===== src/hw/rtl/falu_pkg.sv =====
// ----------------------------------------------------------------------------
// falu_pkg
// types and constants shared by the fixed-point alu pipeline
// ----------------------------------------------------------------------------
package falu_pkg;

  // number of quotient bits resolved by the divider chain
  localparam int unsigned QBits = 34;

  typedef enum logic [3:0] {
    ModeAdd     = 4'd0,
    ModeSub     = 4'd1,
    ModeMul     = 4'd2,
    ModeDiv     = 4'd3,
    ModeMin     = 4'd4,
    ModeMax     = 4'd5,
    ModeCmp     = 4'd6,
    ModeInc     = 4'd7,
    ModeDec     = 4'd8,
    ModeToInt   = 4'd9,
    ModeFromInt = 4'd10
  } mode_e;

  typedef struct packed {
    logic [3:0]         mode;
    logic signed [31:0] operand_a;
    logic signed [31:0] operand_b;
  } req_t;

  typedef struct packed {
    logic signed [31:0] result_value;
    logic               a_less;
    logic               a_equal;
    logic               a_greater;
    logic               divide_by_zero;
    logic               saturated;
  } rsp_t;

  // payload carried down the chain of divider cells
  typedef struct packed {
    logic [3:0]         mode;
    logic [31:0]        res;
    logic               less;
    logic               equal;
    logic               greater;
    logic               dz;
    logic signed [63:0] prod;
    logic               ovf;
    logic               neg;
    logic [31:0]        rem;
    logic [31:0]        den;
    logic [QBits-1:0]   nbits;
    logic [QBits-1:0]   quo;
  } stage_t;

endpackage


===== src/hw/rtl/falu_front.sv =====
// ----------------------------------------------------------------------------
// falu_front
// operand decode, simple operations, multiply and divider setup
// ----------------------------------------------------------------------------
module falu_front #(
  parameter int unsigned FRAC_BITS = 8
) (
  input  logic             clk_i,
  input  logic             rst_ni,
  input  logic             en_i,
  input  logic             valid_i,
  input  falu_pkg::req_t   req_i,
  output logic             valid_o,
  output falu_pkg::stage_t stage_o
);

  logic signed [31:0] a, b;
  logic [31:0]        mag_a, mag_b, to_int;
  logic [63:0]        n2;
  falu_pkg::stage_t   stage_d, stage_q;
  logic               valid_q;

  assign a = req_i.operand_a;
  assign b = req_i.operand_b;

  always_comb begin
    mag_a  = a[31] ? 32'd0 - a : a;
    mag_b  = b[31] ? 32'd0 - b : b;
    n2     = {32'd0, mag_a} << (FRAC_BITS + 1);
    to_int = mag_a >> FRAC_BITS;

    stage_d         = '0;
    stage_d.mode    = req_i.mode;
    stage_d.less    = a < b;
    stage_d.equal   = a == b;
    stage_d.greater = a > b;
    stage_d.dz      = (mag_b == 32'd0);
    stage_d.prod    = 64'(a) * 64'(b);
    stage_d.ovf     = {2'b00, n2[63:falu_pkg::QBits]} >= mag_b;
    stage_d.neg     = a[31] ^ b[31];
    stage_d.rem     = {2'b00, n2[63:falu_pkg::QBits]};
    stage_d.den     = mag_b;
    stage_d.nbits   = n2[falu_pkg::QBits-1:0];
    stage_d.quo     = '0;

    unique case (req_i.mode)
      falu_pkg::ModeAdd:     stage_d.res = a + b;
      falu_pkg::ModeSub:     stage_d.res = a - b;
      falu_pkg::ModeMin:     stage_d.res = (a < b) ? a : b;
      falu_pkg::ModeMax:     stage_d.res = (a > b) ? a : b;
      falu_pkg::ModeInc:     stage_d.res = a + 32'd1;
      falu_pkg::ModeDec:     stage_d.res = a - 32'd1;
      falu_pkg::ModeToInt:   stage_d.res = a[31] ? 32'd0 - to_int : to_int;
      falu_pkg::ModeFromInt: stage_d.res = a << FRAC_BITS;
      default:               stage_d.res = '0;
    endcase
  end

  always_ff @(posedge clk_i or negedge rst_ni) begin
    if (!rst_ni) begin
      valid_q <= 1'b0;
    end else if (en_i) begin
      valid_q <= valid_i;
    end
  end

  always_ff @(posedge clk_i) begin
    if (en_i) begin
      stage_q <= stage_d;
    end
  end

  assign valid_o = valid_q;
  assign stage_o = stage_q;

endmodule


===== config.mk =====
export PLATFORM = sky130hd
export DESIGN_NAME = falu_front
export DESIGN_NICKNAME = d
export VERILOG_FILES = /design/src/hw/rtl/falu_pkg.sv /design/src/hw/rtl/falu_front.sv
export SDC_FILE = /design/constraint.sdc
export NUM_CORES = 2
export LEC_CHECK = 0
export BUFFER_PORTS_ARGS = -buffer_cell sky130_fd_sc_hd__buf_2
export CORE_MARGIN = 3
export CORE_UTILIZATION = 55
export DETAILED_ROUTE_END_ITERATION = 16
export PLACE_DENSITY = 0.81
export SLEW_MARGIN = 20
export SYNTH_ARGS = -nofsm -noshare
export SYNTH_HDL_FRONTEND = slang
export SYNTH_SLANG_ARGS = --single-unit

===== constraint.sdc =====
create_clock -name clk_i -period 1.1 [get_ports clk_i]
set_clock_uncertainty 0.2 [all_clocks]
set_input_delay 0.055 -clock clk_i [delete_from_list [all_inputs] [get_ports clk_i]]
set_output_delay 0.055 -clock clk_i [all_outputs]
set_load 0.01 [all_outputs]

## Yosys cells after proc, flatten, opt, wreduce, memory -nomap -nowiden

Cells that the tools add are included.

| storage, ports and cells | value |
|---|---|
| bits in registers | 171 |
| input port bits | 72 |
| output and inout bits | 239 |
| logic and storage cells | 41 |

| operators by class | value |
|---|---|
| add/sub/neg operators | 7 |
| multipliers | 1 |
| magnitude comparators | 3 |
| equal/unequal tests | 8 |
| muxes and demuxes | 6 |
| bitwise gates (word level) | 1 |
| reductions and logical operators | 2 |

Operator list:

| cell | count |
|---|---|
| $pmux W32 S8 | 1 |
| $mux W32 | 5 |
| $mul A32 B32 Y64 | 1 |
| $sub A1 B32 Y32 const A | 2 |
| $add A32 B1 Y32 const B | 1 |
| $add A32 B32 Y32 | 1 |
| $eq A32 B32 Y1 | 1 |
| $ge A7 B32 Y1 | 1 |
| $gt A32 B32 Y1 | 1 |
| $logic_not A32 Y1 | 1 |
| $lt A32 B32 Y1 | 1 |
| $sub A32 B1 Y32 const B | 1 |
| $sub A32 B32 Y32 | 1 |
| $sub A1 B24 Y25 const A | 1 |
| $eq A4 B3 Y1 const B | 3 |
| $eq A4 B4 Y1 const B | 3 |
| $eq A4 B1 Y1 const B | 1 |
| $logic_not A4 Y1 | 1 |
| $xor A1 B1 Y1 | 1 |

## Longest topological paths before layout

| depth | value |
|---|---|
| word-level depth | 5 |
| gate-level depth with buffers | 36 |
| depth with buffers taken out | 28 |

## Worst setup path after synthesis

No wires, ideal clock.

| path | value |
|---|---|
| path kind | input to register |
| start | input port req_i[63] in the netlist's numbering |
| end | register stage_q (netlist bit stage_o[193]), data pin |
| setup time | 0.265 ns |
| arrival | 9.044 ns |
| data required time | 0.635 ns |
| slack | -8.409 ns |
| stages on the path | 33 |
| path buffers | 9 |
| path through | clkbuf_1 buf_1 clkbuf_1 clkbuf_1 clkbuf_1 clkbuf_1 clkbuf_1 clkbuf_1 nand2_1 inv_1 fa_1 fa_1 fa_1 fa_1 fa_1 fa_1 fa_1 inv_1 fa_1 inv_1 ha_1 clkbuf_1 a21o_1 a21o_1 a21oi_1 o21ai_0 a21oi_1 o21ai_0 o311ai_0 and2_1 o21a_1 o21ai_0 xor2_1 |

RTL lines:

| element | RTL line | RTL |
|---|---|---|
| from (decl) | falu_front.sv:12 | `input falu_pkg::req_t req_i,` |
| to (signal assigned) | falu_front.sv:69 | `stage_q <= stage_d;` |
| to (decl) | falu_front.sv:20 | `falu_pkg::stage_t stage_d, stage_q;` |

==> flow_summary.json <==
{
  "synthMuxAreaShare_pct": 0.192,
  "crit_slowest_cell": "fa_2",
  "cts-buffers-inserted": 17,
  "cp.required_ns": 1.20,
  "outcome": "finished with violations",
  "synth_top_family_by_area": "adder cells",
  "drc": 0,
  "dieArea_um2": 93900,
  "synth_seq_cells": 171,
  "period_needed_ns": 7.22,
  "grt_pass1_vias": 48100,
  "fillCellCount": 5718,
  "std_cell_rows": 109,
  "ys_async_sr_fraction_pct": 0.585,
  "worst_path_most_repeated_cell": "fa_1",
  "placed_area_um2": 60300,
  "finalCritPeriodShare_pct": 657,
  "die_width_um": 306,
  "syn_to_final_growth_pct": 32.3,
  "grt_max_degree": 67,
  "cts_root_buf": "clkbuf_16",
  "clk_pin_slew_ns": 0.09,
  "drt_first_pass_iters": 6,
  "synthTopCellsByArea": "fa_1 44%, edfxtp_1 10%, inv_1 8.1%",
  "syn_inst": 5326,
  "synth_xor_area_share_pct": 3.28,
  "max_cap_viol_count": 0,
  "max_freq_mhz": 138,
  "drive_gt1_share_pct": 30.9,
  "whs_path_depth": 2,
  "relSlewSlack_pct": 52.8,
  "layout_common_cells": "1,018 x fa_1, 1,004 x inv_1, 919 x buf_4, 528 x nand2_1, 402 x and2_1",
  "grt_pass1_wl_um": 276000,
  "synth.distinct_cells": 82,
  "cts_buffer_depth": 2,
  "overflow": 0,
  "design_area_um2": 65700,
  "crit_arrival_ns": 7.33,
  "hold_path.class": "in -> reg",
  "tightest_slew_ns": 0.703,
  "synth_top_area_share_pct": 43.8,
  "avgSynthCellArea_um2": 9.32,
  "hold_path_end": "stage_o[212]",
  "initial_core_util_pct": 55.8,
  "hpwl_um": 143000,
  "clock_latency_ns": 0.55,
  "critPathCaptureType": "flip-flop",
  "fin_ws_ns": -6.12,
  "ioPinCount": 311,
  "drt-initial-drc-count": 4009,
  "drv_slew": 0,
  "nets": 7868,
  "max_stage_delay_ns": 0.64,
  "core_um2": 88900,
  "r2r_cells": 1,
  "yosysTopAreaCell": "fa_1",
  "ys_seq_area_share_pct": 10.3,
  "reg2reg_slack_ns": 0.15,
  "r2r_end": "valid_o",
  "htreeDepth": 4,
  "hold_path_startpoint": "req_i[10]",
  "yosysWarningCount": 0,
  "wl_um": 187000,
  "final_common_cell": "fa_1",
  "timing.hold.ws_ns": -0.290,
  "synth_fa_ha_area_share_pct": 51.0,
  "ys.flop_type": "edfxtp_1",
  "gp_congestion": 1.04,
  "ant_nets": 0,
  "place.port_buffers": 242,
  "wl_per_cell_um": 24.5,
  "failed_checks": "negative hold slack, negative setup slack",
  "cts_tree": "built",
  "via_per_inst": 5.89,
  "syn-cell-area_um2": 49600,
  "setup_viol": 333,
  "antenna_found_initial": 16,
  "hold_viol_final": 87,
  "rsz0062_at_grt": "true",
  "grtUsageTotal_pct": 38.9,
  "reg2reg_from": "valid_o",
  "synth_compound_area_share_pct": 8.95,
  "start_kind": "input pin",
  "cts_num_sinks": 171,
  "path_class": "in -> reg",
  "synth_edf_count": 170,
  "die_y_um": 306,
  "synth_simple_gate_area_share_pct": 14.7,
  "crit_fanout": 9,
  "vias": 44800
}
## kinds of logic (layout without fill, tap and decap cells)
logic type,after synthesis,count (layout)
other,1,76
flip-flops,171,171
AND/OR/NAND/NOR,1474,1474
buffers and inverters,1448,2491
adder cells (fa/ha/maj),1373,1373
AO/OA/AOI/OAI,664,664
XOR/XNOR,186,186
multiplexers,9,9
## stage by stage
stage / std cells / TNS [ns] / setup WS, ns / util [%]
after detailed placement: 7429 / -583.41 / -7.16 / 67.8
final: 7609 / -499.58 / -6.12 / 73.8
after floorplan: 5393 / -464.26 / -6.89 / -
after global placement: 7429 / -575.50 / -7.10 / 67.8
after CTS: 7536 / -490.79 / -6.01 / 71.4
after global routing: 7608 / -516.27 / -6.35 / 73.8
## final cells by class
class | instances | area, um2 | area share [%]
well taps | 1165 | 1460 | 2.22
multi-input cells | 3774 | 42200 | 64.3
flip-flops and latches | 171 | 5130 | 7.81
clock buffers | 17 | 425 | 0.648
repair buffers | 1387 | 12100 | 18.5
inverters | 1072 | 4100 | 6.24
diodes | 8 | 20.0 | 0.0305
clock inverters | 15 | 190 | 0.290
## worst max path at each step
| stage | startpoint | endpoint | cells past startpoint |
|---|---|---|---|
| after global placement | req_i[42] | stage_o[196] | 29 |
| final | req_i[5] | stage_o[190] | 29 |
| after CTS | req_i[40] | stage_o[190] | 28 |
| after floorplan | req_i[63] | stage_o[193] | 33 |
| after global routing | req_i[12] | stage_o[190] | 28 |
| after detailed placement | req_i[42] | stage_o[196] | 28 |
## timing repair
action                                  in CTS  in global routing
endpoints found under the setup margin     334                334
cloned                                       4                  8
pin swaps                                  162                212
buffers inserted                            61                 61
gates resized for setup                    446                388
hold buffers                                18                  1
endpoints found under the hold margin      202                113
## synth_stat cells, types with 16 or more instances
| library cell | number |
|---|---|
| inv_1 | 1068 |
| edfxtp_1 | 170 |
| a22oi_1 | 16 |
| nand4_1 | 30 |
| nand2b_1 | 31 |
| o21bai_1 | 31 |
| o21a_1 | 17 |
| o31ai_1 | 25 |
| buf_4 | 68 |
| o211ai_1 | 21 |
| and2_1 | 440 |
| clkbuf_1 | 283 |
| ha_1 | 288 |
| or4_1 | 17 |
| xnor2_1 | 128 |
| o21ai_0 | 144 |
| nand3_1 | 48 |
| nor2_1 | 214 |
| a221oi_1 | 26 |
| a31oi_1 | 17 |
| nor4_1 | 22 |
| fa_1 | 1085 |
| nor2b_1 | 19 |
| a21oi_1 | 159 |
| nand2_1 | 565 |
| a21o_1 | 53 |
| a221o_1 | 34 |
| xor2_1 | 58 |
| nor3_1 | 36 |
| buf_1 | 19 |
| a211oi_1 | 21 |
## sequential cells by signal, indices dropped and copies added, names as in the netlist
name,count
valid_o,1
stage_o,170
## worst max-delay path: cells and delay by family
family	cells	cell delay (ns)
adders and majority gates	9	4.60
buffers and inverters	12	1.28
AOI/OAI and AO/OA	6	1.21
xor gates and xnor gates	1	0.09
and+or+nand+nor	1	0.06
## per-layer routing
layer | vias to the layer above | wire length [um] | track usage [%]
met5 | - | 63 | 0
met4 | 10 | 18800 | 28.7
met3 | 1054 | 18200 | 8.84
met2 | 2958 | 88400 | 63.6
met1 | 22200 | 61400 | 45.2
li1 | 18600 | - | -
Power is left out: the tool's default activity adds up to more than one toggle a clock period on the data nets, which glitch-free logic cannot reach.
