File: config.mk
export PLATFORM = sky130hd
export DESIGN_NAME = falu_div_cell
export DESIGN_NICKNAME = d
export VERILOG_FILES = /design/src/hw/rtl/falu_pkg.sv /design/src/hw/rtl/falu_div_cell.sv
export SDC_FILE = /design/constraint.sdc
export NUM_CORES = 1
export LEC_CHECK = 0
export ABC_AREA = 1
export ABC_CLOCK_PERIOD_IN_PS = 2000
export BUFFER_PORTS_ARGS = -buffer_cell sky130_fd_sc_hd__buf_2
export CELL_PAD_IN_SITES_DETAIL_PLACEMENT = 1
export CELL_PAD_IN_SITES_GLOBAL_PLACEMENT = 2
export CORE_ASPECT_RATIO = 0.75
export CORE_MARGIN = 8
export CORE_UTILIZATION = 30
export CTS_CLUSTER_SIZE = 8
export DETAILED_ROUTE_END_ITERATION = 10
export PLACE_DENSITY_LB_ADDON = 0.1
export SETUP_SLACK_MARGIN = 0.2
export SLEW_MARGIN = 10
export SYNTH_ARGS = -nofsm -noshare
export SYNTH_HDL_FRONTEND = slang
export SYNTH_SLANG_ARGS = --single-unit
File: constraint.sdc
create_clock -name clk_i -period 2 [get_ports clk_i]
set_input_delay 0.1 -clock clk_i [delete_from_list [all_inputs] [get_ports clk_i]]
set_output_delay 0.1 -clock clk_i [all_outputs]
set_load 0.01 [all_outputs]
File: src/hw/rtl/falu_pkg.sv
// ----------------------------------------------------------------------------
// falu_pkg
// types and constants shared by the fixed-point alu pipeline
// ----------------------------------------------------------------------------
package falu_pkg;

  // number of quotient bits resolved by the divider chain
  localparam int unsigned QBits = 34;

  typedef enum logic [3:0] {
    ModeAdd     = 4'd0,
    ModeSub     = 4'd1,
    ModeMul     = 4'd2,
    ModeDiv     = 4'd3,
    ModeMin     = 4'd4,
    ModeMax     = 4'd5,
    ModeCmp     = 4'd6,
    ModeInc     = 4'd7,
    ModeDec     = 4'd8,
    ModeToInt   = 4'd9,
    ModeFromInt = 4'd10
  } mode_e;

  typedef struct packed {
    logic [3:0]         mode;
    logic signed [31:0] operand_a;
    logic signed [31:0] operand_b;
  } req_t;

  typedef struct packed {
    logic signed [31:0] result_value;
    logic               a_less;
    logic               a_equal;
    logic               a_greater;
    logic               divide_by_zero;
    logic               saturated;
  } rsp_t;

  // payload carried down the chain of divider cells
  typedef struct packed {
    logic [3:0]         mode;
    logic [31:0]        res;
    logic               less;
    logic               equal;
    logic               greater;
    logic               dz;
    logic signed [63:0] prod;
    logic               ovf;
    logic               neg;
    logic [31:0]        rem;
    logic [31:0]        den;
    logic [QBits-1:0]   nbits;
    logic [QBits-1:0]   quo;
  } stage_t;

endpackage

File: src/hw/rtl/falu_div_cell.sv
// ----------------------------------------------------------------------------
// falu_div_cell
// one restoring division step, resolves one quotient bit
// ----------------------------------------------------------------------------
module falu_div_cell (
  input  logic             clk_i,
  input  logic             rst_ni,
  input  logic             en_i,
  input  logic             valid_i,
  input  falu_pkg::stage_t stage_i,
  output logic             valid_o,
  output falu_pkg::stage_t stage_o
);

  logic [32:0]      shifted, diff;
  logic             qbit;
  falu_pkg::stage_t stage_d, stage_q;
  logic             valid_q;

  always_comb begin
    shifted       = {stage_i.rem, stage_i.nbits[falu_pkg::QBits-1]};
    diff          = shifted - {1'b0, stage_i.den};
    qbit          = shifted >= {1'b0, stage_i.den};
    stage_d       = stage_i;
    stage_d.rem   = qbit ? diff[31:0] : shifted[31:0];
    stage_d.nbits = {stage_i.nbits[falu_pkg::QBits-2:0], 1'b0};
    stage_d.quo   = {stage_i.quo[falu_pkg::QBits-2:0], qbit};
  end

  always_ff @(posedge clk_i or negedge rst_ni) begin
    if (!rst_ni) begin
      valid_q <= 1'b0;
    end else if (en_i) begin
      valid_q <= valid_i;
    end
  end

  always_ff @(posedge clk_i) begin
    if (en_i) begin
      stage_q <= stage_d;
    end
  end

  assign valid_o = valid_q;
  assign stage_o = stage_q;

endmodule

; ---- After elaboration in Yosys (flattened, before gate mapping)
; Index checks and enable logic that the tools add are counted.
[word_totals]
reg_bits = 238
in_bits = 242
out_inout_bits = 239
word_cells = 17
[op_classes]
n_addsub = 1
magnitude_cmp = 1
n_mux = 1
[op_table]
columns = op, count
row1 = >= comparator 33 x 32 -> 1 bit, 1
row2 = two-way mux 32 bit, 1
row3 = subtractor 32 bit, 1

; ---- Logic depth before layout (Yosys ltp)
; Gate-level depths: netlist (run 1).
[logic_depth]
word_depth = 2
depth_mapped = 16
ltp_nobuf = 14

; ---- Worst setup path before layout (run 1)
; Ideal clock, no wire load.
[synth_path]
path_type = input to register
from = in stage_i[67] (netlist bit)
to = reg stage_q, in the netlist stage_o[116] (data pin)
setup_ps = 252
arrival_time_ps = 1462
t_required_ps = 1748
setup_slack_ps = 285
stages = 13
path_buffers = 0
cell_sequence = inv_1 > ha_1 > fa_1 > inv_1 > nand3_1 > nand3_1 > nand2_1 > nand3_1 > nand3_1 > nand2_1 > nand2_1 > nand3_2 > nand2_1
[synth_rtl]
columns = item, line
row1 = start: declaration, falu_div_cell.sv:10  ; input falu_pkg::stage_t stage_i,
row2 = end signal: assignment, falu_div_cell.sv:40  ; stage_q <= stage_d;
row3 = end: declaration, falu_div_cell.sv:17  ; falu_pkg::stage_t stage_d, stage_q;

==> flow_metrics.tcl, run 1 <==
set metrics [dict create \
    run_status "finished, final reports clean" \
    grt_setup_unrepaired "no" \
    synth.distinct_cells 30 \
    path_clk_slew_ns 0.05 \
    pre_cts_ws_ns -0.282 \
    clock.fmax_mhz 613 \
    ant_nets 0 \
    clockRootBuffer "clkbuf_16" \
    hold_path.class "in2reg" \
    synthCells 888 \
    r2r.worst_path.cells 1 \
    startpoint_kind_of_the_worst_setup_timing_path "primary input" \
    worstPathMaxFanout 4 \
    mappedNetlistNets 1163 \
    wire_length_of_the_first_global_routing_pass_mm 69.6 \
    hold_path.startpoint "en_i" \
    design.portCount 481 \
    setup_slack_ns 0.368 \
    share_of_layout_cells_above_drive_strength_1 0.373 \
    pin_count_of_the_biggest_net_entering_global_routing 46 \
    core_region_area_mm2 0.0343 \
    nFillCells 3845 \
    postCtsSetupRepairBufs 0 \
    pwr_density_cell_mw_per_mm2 823 \
    cp_data_arrival_time_ns 1.92 \
    worstReg2RegStart "valid_o" \
    drc_errors 0 \
    dieArea_mm2 0.0407 \
    dr_total_vias 9616 \
    clock_sink_count 238 \
    timing.max_cap.violations 0 \
    place.port_buffers 478 \
    layout_min_cycle_time_ns 1.63 \
    finalNetCount 2011 \
    routedWlPerCell_um 21.5 \
    crit_path_end_kind "flip-flop" \
    synth.yosys.seq_area_share 0.692 \
    ys_ff_latch 238 \
    synth.cell_area_mm2 0.0103 \
    power.leakage_nw 8.37 \
    cts_tree "yes" \
    die_width_um 230 \
    peak_ir_drop_on_the_vdd_network_mv 0.699 \
    worst-endpoint-required_ns 2.29 \
    dieHeight_um 177 \
    period_share 0.816 \
    setup_viol_count_final 0 \
    globalplace.congestion 0.787 \
    cts.htree.levels 2 \
    drt-total-wl_mm 47.3 \
    ys.warnings.count 0 \
    hold_end "stage_o[225]" \
    worstSetupPathType "in2reg" \
    skew_ns 0 \
    final_hold_viol_count 0 \
    initial_core_util 0.301 \
    avgViaCountPerCell 4.36 \
    growth_of_design_area_from_synthesis_to_finish_pct 69.1 \
    finalMaxSlewViolations 0 \
    whs_path_depth 1 \
    postSynthAreaPerCell_um2 11.6 \
    cts_max_path_buffers 3 \
    gr-usage-all-layers 0.225 \
    r2r-end "valid_o" \
    initialDrtViolationCount 501 \
    p_total_mw 14.4 \
    grt_antenna_before_repair 13 \
    cts_made_buffers 35 \
    overflow 0 \
    mostFrequentLayoutCell "buf_2" \
    dpl.hpwl_mm 34.0 \
    floorplan.rows 59 \
    insertion_delay_ns 0.51 \
    mostFrequentLayoutCells "477 x buf_2, 274 x nand2_1, 239 x dlygate4sd3_1, 237 x edfxtp_1, 150 x inv_1" \
    grt_pass1_vias 10800 \
    number_of_search_and_repair_iterations_in_the_first_detailed_routing_pass 4 \
    worst-r2r-setup-slack_ns 1.24 \
]
-- stage by stage --
stage / hold slack, ns / utilization / instance area, um2 / TNS, ns / std cells
6_report: 0.0110 / 0.509 / 17500 / 0 / 2205
5_1_grt: 0.0114 / 0.508 / 17500 / 0 / 2203
4_1_cts: 0.00683 / 0.508 / 17400 / 0 / 2201
2_1_floorplan: -0.196 / - / 10300 / 0 / 888
3_5_place_dp: -0.124 / 0.410 / 14100 / -7.77 / 1917
3_3_place_gp: -0.124 / 0.410 / 14100 / -7.38 / 1917
-- state kept, by name (all words and copies together) (netlist names) --
register  flops
valid_o       1
stage_o     237
-- power breakdown --
group | switching (mW) | internal, mW | leakage (nW)
sequential | 0.139 | 6.02 | 2.33
clock | 2.21 | 3.17 | 0.464
combinational | 1.53 | 1.31 | 5.58
-- area by class of cell --
type | instances | area [um2] | area share
Inverter | 150 | 563 | 0.0323
Clock buffer | 41 | 898 | 0.0515
Clock inverter | 4 | 56.3 | 0.00323
Timing Repair Buffer | 822 | 5670 | 0.325
Sequential cell | 238 | 7140 | 0.409
Multi-Input combinational cell | 489 | 2550 | 0.146
Tap cell | 457 | 572 | 0.0328
Antenna cell | 4 | 10.0 | 0.000573
-- logic make-up (layout without fill, tap and decap cells) --
group | Yosys count | after routing | synth area share
AND/OR/NAND/NOR | 415 | 415 | 0.178
AO/OA/AOI/OAI | 25 | 25 | 0.0126
other | 1 | 5 | 0.000363
buffers and inverters | 161 | 1017 | 0.0636
multiplexers | 1 | 1 | 0.00109
XOR/XNOR | 14 | 14 | 0.0119
adder cells (fa/ha/maj) | 33 | 33 | 0.0407
flip-flops | 238 | 238 | 0.692
-- critical path: stages --
cell,delay [ns]
buf_2,0.08
inv_1,0.03
ha_1,0.35
nand2_1,0.17
nor2_1,0.23
nand3_1,0.14
nand3_1,0.29
nand3_1,0.22
nand2_1,0.12
nand2_1,0.05
nand3_1,0.08
nand2_1,0.05
-- repair_timing --
action | 4_1_cts | 5_1_grt
hold buffers | 239 | 0
resized for setup | 0 | 5
hold endpoints to repair | 238 | 0
setup endpoints to repair | 0 | 26
-- worst max path at each step --
stage	start	endpoint	slack, ns	cells after the start
2_1_floorplan	stage_i[67]	stage_o[116]	0.29	13
3_3_place_gp	stage_i[96]	stage_o[107]	-0.26	12
3_5_place_dp	stage_i[96]	stage_o[103]	-0.28	12
4_1_cts	stage_i[96]	stage_o[111]	0.29	12
5_1_grt	stage_i[84]	stage_o[105]	0.23	16
6_report	stage_i[76]	stage_o[126]	0.37	12
-- routing by layer --
layer  global-route usage  share of wire  vias up
met5                    0         0.0022        -
met4               0.0632          0.027       16
met3               0.0644          0.065       83
met2                0.398           0.50      319
met1                0.266           0.41     4578
li1                     -              -     4620
-- cell usage after synthesis (all sizes together) --
cell	count	area [um2]
a21o	2	15.0
a21oi	21	105
and2	8	50.1
buf	11	93.8
conb	1	3.75
dfrtp	1	25.0
edfxtp	237	7120
fa	1	20.0
ha	32	400
inv	150	563
mux2	1	11.3
nand2	279	1080
nand3	67	390
nand3b	11	82.6
nand4	3	18.8
nor2	38	158
nor3	9	60.1
o21ai	2	10.0
xnor2	1	8.76
xor2	13	114
Power figures use the tool's default switching activity.
==> inputs of run 2 (changes only) <==
--- a/config.mk
+++ b/config.mk
@@ -6,13 +6,13 @@
 export NUM_CORES = 1
 export LEC_CHECK = 0
 export ABC_AREA = 1
-export ABC_CLOCK_PERIOD_IN_PS = 2000
+export ABC_CLOCK_PERIOD_IN_PS = 1400
 export BUFFER_PORTS_ARGS = -buffer_cell sky130_fd_sc_hd__buf_2
 export CELL_PAD_IN_SITES_DETAIL_PLACEMENT = 1
 export CELL_PAD_IN_SITES_GLOBAL_PLACEMENT = 2
 export CORE_ASPECT_RATIO = 0.75
 export CORE_MARGIN = 8
-export CORE_UTILIZATION = 30
+export CORE_UTILIZATION = 25
 export CTS_CLUSTER_SIZE = 8
 export DETAILED_ROUTE_END_ITERATION = 10
 export PLACE_DENSITY_LB_ADDON = 0.1
==> constraint.sdc (replaced) <==
create_clock -name clk_i -period 1.4 [get_ports clk_i]
set_input_delay 0.07 -clock clk_i [delete_from_list [all_inputs] [get_ports clk_i]]
set_output_delay 0.07 -clock clk_i [all_outputs]
set_load 0.01 [all_outputs]
==> flow_metrics.tcl, run 2 (synthesis results as in run 1) <==
set metrics [dict create \
    run_status "finished, final reports clean" \
    setup_slack_ns 0.00921 \
    dpl.hpwl_mm 35.7 \
    design.portCount 481 \
    clock_sink_count 238 \
    cts.htree.levels 2 \
    r2r.worst_path.cells 1 \
    place.port_buffers 478 \
    crit_path_end_kind "flip-flop" \
    placed_cells 2018 \
    setup_total_negative_slack_ns 0 \
    pin_count_of_the_biggest_net_entering_global_routing 60 \
    routedWlPerCell_um 20.7 \
    period_share 0.993 \
    dieHeight_um 192 \
    ordered_cell_list_for_the_critical_path "buf_2 > inv_2 > ha_4 > nand2_2 > nor2_4 > nand2_2 > nor2_4 > nand2_4 > nand2_4 > nor2_4 > buf_12 > nand2_8 > buf_12 > o21ai_2" \
    dieArea_mm2 0.0481 \
    max_stage_delay_ns 0.29 \
    pwr_density_cell_mw_per_mm2 1100 \
    skew_ns 0 \
    clock.fmax_mhz 719 \
    ant_nets 0 \
    mostFrequentLayoutCell "buf_2" \
    worstPathMaxFanout 8 \
    gr-usage-all-layers 0.194 \
    die_width_um 251 \
    insertion_delay_ns 0.52 \
    grt_antenna_before_repair 8 \
    finalMaxSlewViolations 0 \
    grt_pass1_vias 11000 \
    cts_max_path_buffers 3 \
    startpoint_kind_of_the_worst_setup_timing_path "primary input" \
    critPathBufInv 4 \
    worst-endpoint-required_ns 1.68 \
    pre_cts_ws_ns -0.756 \
    core_region_area_mm2 0.0408 \
    avgViaCountPerCell 4.21 \
    multi_input_area_mm2 0.00371 \
    mostFrequentLayoutCells "453 x buf_2, 239 x dlygate4sd3_1, 237 x edfxtp_1, 186 x nand2_1, 148 x buf_4" \
    largest_register_ffs 237 \
    clockRootBuffer "clkbuf_16" \
    whs_path_depth 4 \
    overflow 0 \
    globalplace.congestion 0.803 \
    finalNetCount 2079 \
    cts_made_buffers 35 \
    worst_path_most_repeated_cell "nor2_4" \
    growth_of_design_area_from_synthesis_to_finish_pct 89.7 \
    power.leakage_nw 9.04 \
    nFillCells 4525 \
    wire_length_of_the_first_global_routing_pass_mm 70.6 \
    path_clk_slew_ns 0.06 \
    hold_path.startpoint "stage_i[122]" \
    worstSetupPathType "in2reg" \
    number_of_search_and_repair_iterations_in_the_first_detailed_routing_pass 4 \
    worstReg2RegStart "valid_o" \
    timing.max_cap.violations 0 \
    critical_path.slowest_cell "ha_4" \
    critical_path.top_delay_family "simple AND/OR/NAND/NOR gates" \
    drc_errors 0 \
    hold_path.class "in2reg" \
    layout_min_cycle_time_ns 1.39 \
    initial_core_util 0.253 \
    final_core_utilization 0.481 \
    cts_tree "yes" \
    share_of_layout_cells_above_drive_strength_1 0.515 \
    ff_latch_area_mm2 0.00714 \
    floorplan.rows 64 \
    cp_data_arrival_time_ns 1.67 \
    setup_viol_count_final 0 \
    dr_total_vias 9896 \
    critPathLaunch "stage_i[87]" \
    drt-total-wl_mm 48.5 \
    peak_ir_drop_on_the_vdd_network_mv 0.730 \
    grt_setup_unrepaired "yes" \
    initialDrtViolationCount 377 \
    cp.depth 14 \
    number_of_standard_cells_in_the_layout_taps_in_and_fillers_out 2348 \
    final_hold_viol_count 0 \
    p_total_mw 21.6 \
]
## run 2: changes by cell type in the layout (fill, tap and decap cells not counted), sizes merged
cell,delta
buf,+67
clkbuf,+6
clkinv,-1
## run 2: path summary, 6_finish.rpt
kind                            slack (ns)            to
worst max-delay path                 0.009  stage_o[100]
worst max register to register        0.66       valid_o
worst min-delay path                  0.07  stage_o[123]
max in group asynchronous             0.85       valid_o
worst min register to register        0.51       valid_o
min in group asynchronous             0.45       valid_o
## run 2: timing repair
item,CTS,global route
buffers inserted,26,7
resized for setup,209,91
endpoints found under the setup margin,38,40
endpoints found under the hold margin,246,0
pin swaps,66,50
gates cloned,4,1
hold buffers,239,0
## run 2: layer usage
| metal | GRT usage | routed length (um) | vias to the layer above | share of wire |
|---|---|---|---|---|
| met3 | 0.0506 | 2980 | 79 | 0.061 |
| met1 | 0.241 | 20600 | 4756 | 0.42 |
| met5 | 0 | 61 | - | 0.0013 |
| li1 | - | - | 4766 | - |
| met2 | 0.329 | 23600 | 287 | 0.49 |
| met4 | 0.0603 | 1280 | 8 | 0.026 |
## run 2: where the power goes
part / leakage, nW / internal, mW / switching [mW]
Sequential: 2.33 / 8.59 / 0.170
Combinational: 6.25 / 2.48 / 2.62
Clock: 0.467 / 4.57 / 3.15
## run 2: cell type report
class / instances / area share
antenna: 4 / 0.000511
clock buffer: 46 / 0.0468
clock inverter: 3 / 0.00281
inverter: 150 / 0.0298
multi-input combinational: 489 / 0.189
sequential: 238 / 0.365
tap: 528 / 0.0337
timing repair buffer: 890 / 0.332
## run 2: stage by stage
step / hold WS, ns / instance area, um2
floorplan: -0.226 / 10700
global placement: -0.154 / 14700
detailed placement: -0.151 / 14700
CTS: 0.0555 / 19200
global route: 0.0602 / 19600
finish: 0.0703 / 19600
